==> src/hdl/dmrhd_pkg.sv <==
`timescale 1ns / 1ps

package dmrhd_pkg;

	// configuration register indexes
	localparam int CfgIdxW = 2;
	localparam int CfgDataW = 9;
	localparam logic [CfgIdxW-1:0] REG_SLEW_LIMIT   = 2'd0;
	localparam logic [CfgIdxW-1:0] REG_SPREAD_LIMIT = 2'd1;
	localparam logic [CfgIdxW-1:0] REG_INVERT_LEFT  = 2'd2;
	localparam logic [CfgIdxW-1:0] REG_INVERT_RIGHT = 2'd3;

	// reset values of the registers
	localparam logic [7:0] SLEW_LIMIT_RST   = 8'd14;
	localparam logic [8:0] SPREAD_LIMIT_RST = 9'd230;
	localparam logic       INVERT_LEFT_RST  = 1'b0;
	localparam logic       INVERT_RIGHT_RST = 1'b1;

	// command modes
	localparam logic ACT_SMOOTH = 1'b0;
	localparam logic ACT_RAW    = 1'b1;

	// speed limit of either side
	localparam logic signed [8:0] SPEED_MAX = 9'sd255;
	localparam logic signed [8:0] SPEED_MIN = -9'sd255;

	typedef struct packed {
		logic               action;
		logic signed [15:0] left_target;
		logic signed [15:0] right_target;
	} dmrhd_in_t;

	typedef struct packed {
		logic       left_dir_a;
		logic       left_dir_b;
		logic [7:0] left_duty;
		logic       right_dir_a;
		logic       right_dir_b;
		logic [7:0] right_duty;
	} dmrhd_out_t;

endpackage

==> src/hdl/dual_motor_ramp_hbridge_drive.sv <==
`timescale 1ns / 1ps
// path: an accepted request is held in the input register, then in the result register
// throughput: one request per cycle while the receiver does not stall; the input register and the result register
// each hold one request, and a single pass of clamp/ramp logic sits between them
// reset: valid bits drop, stored speeds go to zero, registers take their reset values
// (slew limit 14, spread limit 230, invert_left 0, invert_right 1)

module dual_motor_ramp_hbridge_drive (
	input  logic                               clk,
	input  logic                               arst_n,
	input  logic                               cfg_we,
	input  logic [dmrhd_pkg::CfgIdxW-1:0]      cfg_index,
	input  logic [dmrhd_pkg::CfgDataW-1:0]     cfg_data,
	input  logic                               in_valid,
	output logic                               in_stall,
	input  dmrhd_pkg::dmrhd_in_t               in_data,
	output logic                               out_valid,
	input  logic                               out_stall,
	output dmrhd_pkg::dmrhd_out_t              out_data
);
	import dmrhd_pkg::*;

	logic [7:0]          slew_limit_q;
	logic [8:0]          spread_limit_q;
	logic                invert_left_q;
	logic                invert_right_q;
	logic signed [8:0]   left_now_q;
	logic signed [8:0]   right_now_q;

	logic                valid_s1;
	dmrhd_in_t           data_s1;
	logic                out_valid_q;
	dmrhd_out_t          out_data_q;

	logic                advance;
	logic                move_s1;

	logic signed [8:0]   lt_c;
	logic signed [8:0]   rt_c;
	logic signed [10:0]  diff;
	logic signed [10:0]  dm;
	logic signed [9:0]   sum;
	logic signed [9:0]   sum_adj;
	logic signed [8:0]   mid;
	logic signed [10:0]  half;
	logic signed [10:0]  goal_l;
	logic signed [10:0]  goal_r;
	logic signed [8:0]   left_next;
	logic signed [8:0]   right_next;
	logic signed [16:0]  drive_l;
	logic signed [16:0]  drive_r;
	dmrhd_out_t          result;

	// clamp a wide signed value to the speed range
	function automatic logic signed [8:0] clamp_speed(input logic signed [16:0] v);
		if (v > 17'sd255) begin
			return SPEED_MAX;
		end else if (v < -17'sd255) begin
			return SPEED_MIN;
		end
		return v[8:0];
	endfunction

	// step the stored speed toward the goal by at most lim
	function automatic logic signed [8:0] move_toward(
		input logic signed [8:0]  now,
		input logic signed [10:0] goal,
		input logic [7:0]         lim
	);
		logic signed [10:0] now_w;
		logic signed [10:0] up;
		logic signed [10:0] dn;
		logic signed [10:0] res;
		now_w = 11'(now);
		up    = now_w + $signed({3'b000, lim});
		dn    = now_w - $signed({3'b000, lim});
		if (goal > now_w) begin
			res = (up < goal) ? up : goal;
		end else if (goal < now_w) begin
			res = (dn > goal) ? dn : goal;
		end else begin
			res = now_w;
		end
		return res[8:0];
	endfunction

	// invert, clamp and split into bridge pins and duty
	function automatic logic [9:0] drive_side(input logic signed [16:0] speed, input logic inv);
		logic signed [16:0] s;
		logic signed [8:0]  c;
		logic signed [8:0]  mag;
		s   = inv ? -speed : speed;
		c   = clamp_speed(s);
		mag = (c < 0) ? -c : c;
		return {c > 0, c < 0, mag[7:0]};
	endfunction

	// handshake: the input register moves on when the result register is free
	assign advance   = !out_valid_q || !out_stall;
	assign move_s1   = valid_s1 && advance;
	assign in_stall  = valid_s1 && !advance;
	assign out_valid = out_valid_q;
	assign out_data  = out_data_q;

	// configuration writes
	always_ff @(posedge clk or negedge arst_n) begin
		if (!arst_n) begin
			slew_limit_q   <= SLEW_LIMIT_RST;
			spread_limit_q <= SPREAD_LIMIT_RST;
			invert_left_q  <= INVERT_LEFT_RST;
			invert_right_q <= INVERT_RIGHT_RST;
		end else if (cfg_we) begin
			case (cfg_index)
				REG_SLEW_LIMIT:   slew_limit_q   <= cfg_data[7:0];
				REG_SPREAD_LIMIT: spread_limit_q <= cfg_data[8:0];
				REG_INVERT_LEFT:  invert_left_q  <= cfg_data[0];
				REG_INVERT_RIGHT: invert_right_q <= cfg_data[0];
				default: ;
			endcase
		end
	end

	// smooth path: clamp, limit the left/right spread, ramp the stored speeds
	always_comb begin
		lt_c    = clamp_speed(17'(data_s1.left_target));
		rt_c    = clamp_speed(17'(data_s1.right_target));
		diff    = 11'(lt_c) - 11'(rt_c);
		dm      = $signed({2'b00, spread_limit_q});
		sum     = 10'(lt_c) + 10'(rt_c);
		// divide by two rounding toward zero
		sum_adj = sum + ((sum < 0) ? 10'sd1 : 10'sd0);
		mid     = 9'(sum_adj >>> 1);
		half    = $signed({3'b000, spread_limit_q[8:1]});
		if (diff > dm) begin
			goal_l = 11'(mid) + half;
			goal_r = 11'(mid) - half;
		end else if (diff < -dm) begin
			goal_l = 11'(mid) - half;
			goal_r = 11'(mid) + half;
		end else begin
			goal_l = 11'(lt_c);
			goal_r = 11'(rt_c);
		end
		left_next  = move_toward(left_now_q, goal_l, slew_limit_q);
		right_next = move_toward(right_now_q, goal_r, slew_limit_q);
	end

	// pick the driven speeds and form the bridge outputs
	always_comb begin
		if (data_s1.action == ACT_RAW) begin
			drive_l = 17'(data_s1.left_target);
			drive_r = 17'(data_s1.right_target);
		end else begin
			drive_l = 17'(left_next);
			drive_r = 17'(right_next);
		end
		{result.left_dir_a, result.left_dir_b, result.left_duty} =
			drive_side(drive_l, invert_left_q);
		{result.right_dir_a, result.right_dir_b, result.right_duty} =
			drive_side(drive_r, invert_right_q);
	end

	// input register
	always_ff @(posedge clk or negedge arst_n) begin
		if (!arst_n) begin
			valid_s1 <= 1'b0;
		end else if (!valid_s1 || advance) begin
			valid_s1 <= in_valid;
		end
	end

	always_ff @(posedge clk) begin
		if (in_valid && !in_stall) begin
			data_s1 <= in_data;
		end
	end

	// stored speeds follow each smooth request as it leaves the input register
	always_ff @(posedge clk or negedge arst_n) begin
		if (!arst_n) begin
			left_now_q  <= '0;
			right_now_q <= '0;
		end else if (move_s1 && data_s1.action == ACT_SMOOTH) begin
			left_now_q  <= left_next;
			right_now_q <= right_next;
		end
	end

	// result register
	always_ff @(posedge clk or negedge arst_n) begin
		if (!arst_n) begin
			out_valid_q <= 1'b0;
		end else if (advance) begin
			out_valid_q <= valid_s1;
		end
	end

	always_ff @(posedge clk) begin
		if (move_s1) begin
			out_data_q <= result;
		end
	end

`ifndef NO_ASSERTIONS
	// a bridge is never driven both ways at once
	assert property (@(posedge clk) disable iff (!arst_n)
		out_valid_q |-> !(out_data_q.left_dir_a && out_data_q.left_dir_b)
			&& !(out_data_q.right_dir_a && out_data_q.right_dir_b))
		else $error("bridge pins both high");

	// left pins low exactly when left duty is zero
	assert property (@(posedge clk) disable iff (!arst_n)
		out_valid_q |-> ((out_data_q.left_duty == 8'd0) ==
			!(out_data_q.left_dir_a || out_data_q.left_dir_b)))
		else $error("left duty and pins disagree");

	// stored speeds stay inside the speed range
	assert property (@(posedge clk) disable iff (!arst_n)
		left_now_q <= SPEED_MAX && left_now_q >= SPEED_MIN
			&& right_now_q <= SPEED_MAX && right_now_q >= SPEED_MIN)
		else $error("stored speed out of range");

	// a smooth request changes the left stored speed by at most the slew limit
	assert property (@(posedge clk) disable iff (!arst_n)
		(move_s1 && data_s1.action == ACT_SMOOTH) |=>
			((11'(left_now_q) - 11'($past(left_now_q))
				<= $signed({3'b000, $past(slew_limit_q)}))
			&& (11'($past(left_now_q)) - 11'(left_now_q)
				<= $signed({3'b000, $past(slew_limit_q)}))))
		else $error("left speed stepped too far");

	// raw requests, stalls and idle cycles leave the stored speeds alone
	assert property (@(posedge clk) disable iff (!arst_n)
		!(move_s1 && data_s1.action == ACT_SMOOTH) |=>
			$stable(left_now_q) && $stable(right_now_q))
		else $error("stored speed changed without a smooth request");
`endif

endmodule

==> config.mk <==
export PLATFORM = sky130hd
export DESIGN_NAME = dual_motor_ramp_hbridge_drive
export DESIGN_NICKNAME = d
export VERILOG_FILES = /design/src/hdl/dmrhd_pkg.sv /design/src/hdl/dual_motor_ramp_hbridge_drive.sv
export SDC_FILE = /design/constraint.sdc
export NUM_CORES = 1
export LEC_CHECK = 0
export ABC_CLOCK_PERIOD_IN_PS = 33500
export CAP_MARGIN = 20
export CORE_MARGIN = 5
export CORE_UTILIZATION = 50
export CTS_BUF_LIST = sky130_fd_sc_hd__clkbuf_8
export CTS_CLUSTER_DIAMETER = 80
export CTS_CLUSTER_SIZE = 14
export DETAILED_ROUTE_END_ITERATION = 8
export DONT_BUFFER_PORTS = 1
export PLACE_DENSITY = 0.67
export SYNTH_ARGS = -nofsm -noshare
export SYNTH_HDL_FRONTEND = slang
export SYNTH_SLANG_ARGS = --single-unit
export TNS_END_PERCENT = 5
==> constraint.sdc <==
create_clock -name clk -period 33.5 [get_ports clk]
set_input_delay 0 -clock clk [delete_from_list [all_inputs] [get_ports clk]]
set_output_delay 0 -clock clk [all_outputs]
set_load 0.01 [all_outputs]
======== After elaboration in Yosys (flattened, before gate mapping) ========
Cells that the tools add are included.
Widths: inputs -> output; s select.
storage, ports and cells
  flip-flop bits (word level) ............. 92
  input bits .............................. 49
  output and inout port bits .............. 22
  logic and storage cells ................. 113
operators by class
  $add $sub $neg .......................... 14
  $lt $le $gt $ge ......................... 23
  eq/ne operators ......................... 3
  multiplexer cells ....................... 39
  bitwise logic cells ..................... 1
  reductions and logical operators ........ 16
operators with widths
  cell                 count
  $mux 9               20
  $mux 17              4
  $mux 11              4
  $add 9x9->10         4
  $sub 9x9->10         4
  $gt 17x9->1 const B  2
  $lt 17x9->1 const B  2
  $neg 17->17          2
  $lt 10x11->1         3
  $gt 16x9->1 const B  2
  $lt 16x9->1 const B  2
  $gt 10x11->1         2
  $gt 11x9->1          2
  $lt 11x9->1          2
  $gt 9x1->1 const B   2
  $lt 9x1->1 const B   2
  $mux 8               2
  $neg 8->8            2
  $neg 9->11           1
  $add 10x2->10        1
  $gt 10x10->1         1
  $lt 10x1->1 const B  1
  $mux 1               9
  $reduce_and 2->1     4
  7 further kinds      16

======== Longest topological paths before layout ========
Gate-level depths: netlist (run 1).
  depth after elaboration ................. 24
  gate-level depth with buffers ........... 60
  depth with buffers taken out ............ 57

======== Least setup slack after synthesis (run 1) ========
Ideal clock, no wire load.
  path kind ............................... register to register
  start point ............................. register data_s1[18] in the netlist's numbering
  end point ............................... register out_data_q (netlist bit out_data[16]) (data pin)
  library setup time ...................... 0.174 ns
  data arrival time ....................... 10.618 ns
  data required time ...................... 33.326 ns
  path slack .............................. 22.708 ns
  stages on the path, launching flop included .. 56
  buffers on the path ..................... 2
  period minus slack after synthesis ...... 10.792 ns
  cells stage by stage .................... edfxtp_1 or4_1 nor3_1 o41a_4 or3_1 inv_1 ha_1 fa_1 o21bai_1 a21oi_1 nor2_1 nor2_1 nor2_1 nor2_1 o21bai_1 a21oi_1 xor2_1 ha_1 [... 20 more ...] or4_4 nor2_1 a21oi_1 ha_1 and3_1 a32oi_1 nor4_1 a31oi_1 a21boi_0 o21ai_0 or4b_1 buf_6 a21oi_1 ha_1 and3_1 and3_1 a21bo_1 a311oi_1
RTL lines
  element                   line                                  text
  start: declaration        dual_motor_ramp_hbridge_drive.sv:31   dmrhd_in_t data_s1;
  start signal: assignment  dual_motor_ramp_hbridge_drive.sv:174  data_s1 <= in_data;
  end signal: assignment    dual_motor_ramp_hbridge_drive.sv:200  out_data_q <= result;
  end: declaration          dual_motor_ramp_hbridge_drive.sv:33   dmrhd_out_t out_data_q;

==> results.json, run 1 <==
{
  "place_hpwl_um": 34800,
  "synth-edff-count": 53,
  "rsz0062_at_grt": "no",
  "drv_cap": 0,
  "skew_ps": 31.7,
  "antenna_found_initial": 1,
  "gp_congestion": 0.997,
  "cts_made_buffers": 9,
  "critPathMaxFanout": 15,
  "port_buffers": 0,
  "drtIter0Drc": 1492,
  "end_kind": "register",
  "status": "complete, no violations",
  "crit_arrival_ps": 13940,
  "synthCells": 1628,
  "drv_slew": 0,
  "start_util_pct": 50.9,
  "syn_area_per_cell_um2": 8.14,
  "routed_wl_um": 44000,
  "final_nets": 1845,
  "htreeDepth": 3,
  "fin_util_pct": 54.7,
  "io_pins": 71,
  "slowest_delay_ps": 790,
  "syn_nets": 1818,
  "area_growth_pct": 7.54,
  "final_common_cell": "nor2_1",
  "synth-async-reset-ratio_pct": 42.4,
  "final_hold_viol_count": 0,
  "coreArea_mm2": 0.0261,
  "rows": 59,
  "ant_nets": 0,
  "worstHoldPathType": "input pin to async pin",
  "grt_max_degree": 68,
  "path_clk_slew_ps": 120,
  "clock_latency_ps": 390,
  "routedWlPerCell_um": 22.0,
  "yosysWarningCount": 0,
  "grt_pass1_wl_um": 67200,
  "synth_flop_cell": "edfxtp_1",
  "fp.dieH_um": 173,
  "finalCritPeriodShare_pct": 41.0,
  "drc": 0,
  "setup-tns-final_ps": 0,
  "yosysSeqAreaShare_pct": 19.5,
  "worstSetupStartpointType": "register",
  "cts_sinks": 92,
  "vias": 13003,
  "slew_headroom_pct": 30.6,
  "synth_area_leaders": "ha_1 13%, edfxtp_1 12%, dfrtp_1 5.7%",
  "syn_area_mm2": 0.0133,
  "die_area_mm2": 0.0299,
  "drive_gt1_share_pct": 8.80,
  "synth-seq-cells": 92,
  "cts-root-buf": "clkbuf_8",
  "netlist.area_leader.share_pct": 12.6,
  "slowest_stage": "nor4_1",
  "crit_type": "register to register",
  "period_needed_ps": 13720,
  "worstMarginPinSlew_ps": 1040,
  "synth_cell_types": 140,
  "setup_viol": 0,
  "drtPass1Iterations": 8,
  "yosys.area.top_type": "ha_1",
  "cts_tree": "done",
  "final_cell_mix": "177 x nor2_1, 133 x ha_1, 119 x nand2_1",
  "cts.path.max_buffers": 2,
  "fmax_mhz": 72.9,
  "vias_per_cell": 6.51,
  "grt_pass1_vias": 12005,
  "cp.required_ps": 33720,
  "die_x_um": 173,
  "cp_common_cell": "nor2_1",
  "overflow": 0,
  "track_usage_pct": 27.7
}
## stage by stage
stage / setup slack [ps] / cells / hold slack (ps) / instance area [um2]
6_report: 19780 / 1996 / 95.0 / 14300
5_1_grt: 18850 / 1996 / 120 / 14300
3_3_place_gp: 20440 / 1913 / -294 / 13400
2_1_floorplan: 22710 / 1628 / -296 / 13300
3_5_place_dp: 20170 / 1913 / -293 / 13400
4_1_cts: 20150 / 1995 / 87.6 / 14300
## sequential cells by signal (all words and copies together) (netlist names)
signal and cells:
slew_limit_q 8, out_valid 1, left_now_q 9, out_data 20, data_s1 33, invert_right_q 1
spread_limit_q 9, right_now_q 9, valid_s1 1, invert_left_q 1
## Yosys cell counts, drive strengths merged, types with 22 or more instances
cell    count
nand2     120
nor3       43
dfrtp      30
buf        26
xnor2      68
nor4       26
o21ai     113
a211oi     23
o211ai     24
o21a       22
nand3      34
clkbuf     32
inv       110
nor2b      26
mux2i      22
nand2b     30
a21o       22
ha        133
nor2      181
a21oi     101
edfxtp     53
## layer usage
metal  up-vias  track usage (%)  share of wire, %
met5         -                0                 0
met4         0             10.9               4.1
met3        99             4.04               7.6
met2       596             44.3                45
met1      6189             37.8                43
li1       6119                -                 -
## area by class of cell
class / instances / area (um2)
diodes: 1 / 2.50
clock inverters: 7 / 97.6
fillers: 2477 / 11800
clock buffers: 9 / 124
inverters: 112 / 420
multi-input cells: 1365 / 9870
flip-flops and latches: 92 / 2580
repair buffers: 75 / 746
well taps: 335 / 419
## critical path, delay by kind of cell (launching register included)
kind	cells	cell delay (ps)
simple gates	19	4910
buf+inv	3	410
flops	1	510
fa+ha+maj	6	1950
compound gates	24	5660
xor+xnor	1	110
## logic make-up (layout without fill, tap and decap cells)
| logic type | count (synthesis) | in the layout | synth area share (%) |
|---|---|---|---|
| DFF | 92 | 92 | 19.5 |
| other | 0 | 1 | 0 |
| xor gates and xnor gates | 89 | 89 | 5.88 |
| adders and majority gates | 147 | 147 | 14.2 |
| AOI/OAI and AO/OA | 507 | 507 | 28.4 |
| buffers and inverters | 171 | 203 | 6.15 |
| muxes | 37 | 37 | 2.94 |
| and+or+nand+nor | 585 | 585 | 22.9 |
## final timing paths
kind | start | endpoint | slack [ps] | cells after the start
max | data_s1[12]$_DFFE_PP_ | out_data[16]$_DFFE_PP_ | 19780 | 53
max in group asynchronous | arst_n | invert_right_q$_DFFE_PN1P_ | 33090 | 2
min in group clk | out_stall | in_stall | 180 | 2
max reg2reg | data_s1[12]$_DFFE_PP_ | out_data[16]$_DFFE_PP_ | 19780 | 53
min | arst_n | left_now_q[8]$_DFFE_PN0P_ | 90 | 2
min reg2reg | valid_s1$_DFFE_PN0N_ | out_valid$_DFFE_PN0P_ | 510 | 1
## what timing repair did
item / 4_1_cts / 5_1_grt
endpoints found under the setup margin: 0 / 0
resized for setup: 0 / 0
hold buffers: 66 / 0
setup buffers: 0 / 0
hold endpoints to repair: 93 / 0
Power of run 1 is not shown: default switching activity piles up to over one toggle a cycle in this logic, so the estimate is an artifact.
==> run 2, diff against run 1 <==
ABC_CLOCK_PERIOD_IN_PS = 13700   (was 33500)
clock period = 13.7 ns   (was 33.5 ns; I/O delays follow)
==> run 2 against run 1 <==
Against the previous run:
- clock skew is 7.1 ps lower
- critical endpoint is now out_data[6]$_DFFE_PP_
- non-clock buffer count is 7 higher
- die area stayed put
- utilization is 0.19 points higher
- largest cell class unchanged
==> results.json, run 2 (synthesized netlist as in run 1, its figures left out) <==
{
  "status": "complete, no violations",
  "io_pins": 71,
  "fin_util_pct": 54.9,
  "finalCritPeriodShare_pct": 92.6,
  "ant_nets": 0,
  "drv_slew": 0,
  "fp.dieH_um": 173,
  "worstHoldPathType": "input pin to async pin",
  "period_needed_ps": 12680,
  "slowest_stage": "a2111oi_0",
  "cts_tree": "done",
  "grt_max_degree": 68,
  "worstSetupStartpointType": "register",
  "seq_area_mm2": 0.00258,
  "timing.reg2reg.setup_slack_ps": 1020,
  "cts_made_buffers": 9,
  "post-cts-setup-buffer-count": 0,
  "finalNonFillerCells": 2006,
  "fmax_mhz": 78.9,
  "regMostFlops": "data_s1",
  "clock_latency_ps": 390,
  "final_cell_mix": "177 x nor2_1, 133 x ha_1, 118 x nand2_1",
  "crit_type": "register to register",
  "setup-tns-final_ps": 0,
  "drtIter0Drc": 1460,
  "routedWlPerCell_um": 21.8,
  "rows": 59,
  "cp.required_ps": 13880,
  "final_common_cell": "nor2_1",
  "n_fill_cell": 2420,
  "drive_gt1_share_pct": 9.42,
  "r2r-end": "out_data[6]$_DFFE_PP_",
  "worstMarginPinSlew_ps": 936,
  "reg2reg_depth": 41,
  "largest_reg_flops": 33,
  "cts-root-buf": "clkbuf_8",
  "cpLargestDelayFamily": "compound AO/OA/AOI/OAI gates",
  "final_nets": 1852,
  "skew_ps": 24.6,
  "track_usage_pct": 27.8,
  "port_buffers": 0,
  "r2r_start": "data_s1[12]$_DFFE_PP_",
  "htreeDepth": 3,
  "slew_headroom_pct": 36.0,
  "place_hpwl_um": 34600,
  "cts.path.max_buffers": 2,
  "die_area_mm2": 0.0299,
  "drv_cap": 0,
  "drtPass1Iterations": 8,
  "cp_common_cell": "ha_1",
  "routed_wl_um": 43700,
  "final_hold_viol_count": 0,
  "overflow": 0,
  "area_growth_pct": 7.91,
  "setup_viol": 0,
  "die_x_um": 173,
  "start_util_pct": 50.9,
  "slowest_delay_ps": 840,
  "drc": 0,
  "critPathMaxFanout": 17,
  "coreArea_mm2": 0.0261,
  "grt_pass1_vias": 12313,
  "rsz0062_at_grt": "no",
  "crit_arrival_ps": 12860,
  "gp_congestion": 1.01,
  "cp.buffers_inverters": 4,
  "cts_sinks": 92,
  "vias": 13162,
  "vias_per_cell": 6.56,
  "end_kind": "register",
  "placed_cells": 1920,
  "multi_input_area_mm2": 0.00988,
  "path_clk_slew_ps": 120,
  "grt_pass1_wl_um": 68100,
  "antenna_found_initial": 3
}
-- run 2: through the flow --
| stage | setup WS [ps] | area (um2) | hold slack [ps] |
|---|---|---|---|
| 2_1_floorplan | 2910 | 13300 | -296 |
| 6_report | 1020 | 14300 | 105 |
| 4_1_cts | 520 | 14300 | 90.6 |
| 5_1_grt | 102 | 14300 | 128 |
| 3_5_place_dp | 571 | 13400 | -294 |
| 3_3_place_gp | 910 | 13400 | -294 |
-- run 2: how the worst max path moves through the flow --
stage | startpoint | end | slack [ps] | depth (start not counted)
after floorplan | data_s1[18]$_DFFE_PP_ | out_data[16]$_DFFE_PP_ | 2910 | 55
after global placement | data_s1[12]$_DFFE_PP_ | out_data[16]$_DFFE_PP_ | 910 | 52
after detailed placement | data_s1[12]$_DFFE_PP_ | out_data[16]$_DFFE_PP_ | 570 | 52
after CTS | data_s1[12]$_DFFE_PP_ | out_data[16]$_DFFE_PP_ | 520 | 52
after global routing | data_s1[24]$_DFFE_PP_ | out_data[16]$_DFFE_PP_ | 100 | 47
final | data_s1[12]$_DFFE_PP_ | out_data[6]$_DFFE_PP_ | 1020 | 41
-- run 2: worst reg2reg max path, delay by kind of cell (launching register included) --
kind / cells / cell delay [ps]
AOI/OAI and AO/OA: 17 / 5320
xor gates and xnor gates: 1 / 270
adders and majority gates: 5 / 1580
buffers and inverters: 4 / 590
DFF: 1 / 500
and+or+nand+nor: 14 / 4220
-- run 2: area by class of cell --
cell class	instances	share of cell area, %
diodes	4	0.0700
clock buffers	10	0.962
repair buffers	82	5.70
flip-flops and latches	92	18.0
well taps	335	2.93
inverters	112	2.94
multi-input cells	1365	69.1
clock inverters	6	0.289
-- run 2: routing by layer --
metal / vias up / GRT usage, % / part of all wire, % / wire length [um]
li1: 6139 / - / - / -
met1: 6229 / 38.0 / 42 / 18600
met3: 131 / 3.65 / 7.9 / 3450
met2: 663 / 44.9 / 45 / 19600
met4: 0 / 10.8 / 4.6 / 2030
met5: - / 0 / 0 / 0
-- run 2: repair_timing --
item	4_1_cts	5_1_grt
setup endpoints to repair	0	5
gates resized for setup	0	5
hold buffers	65	0
endpoints found under the hold margin	93	0
Power of run 2 is left out for the same reason.
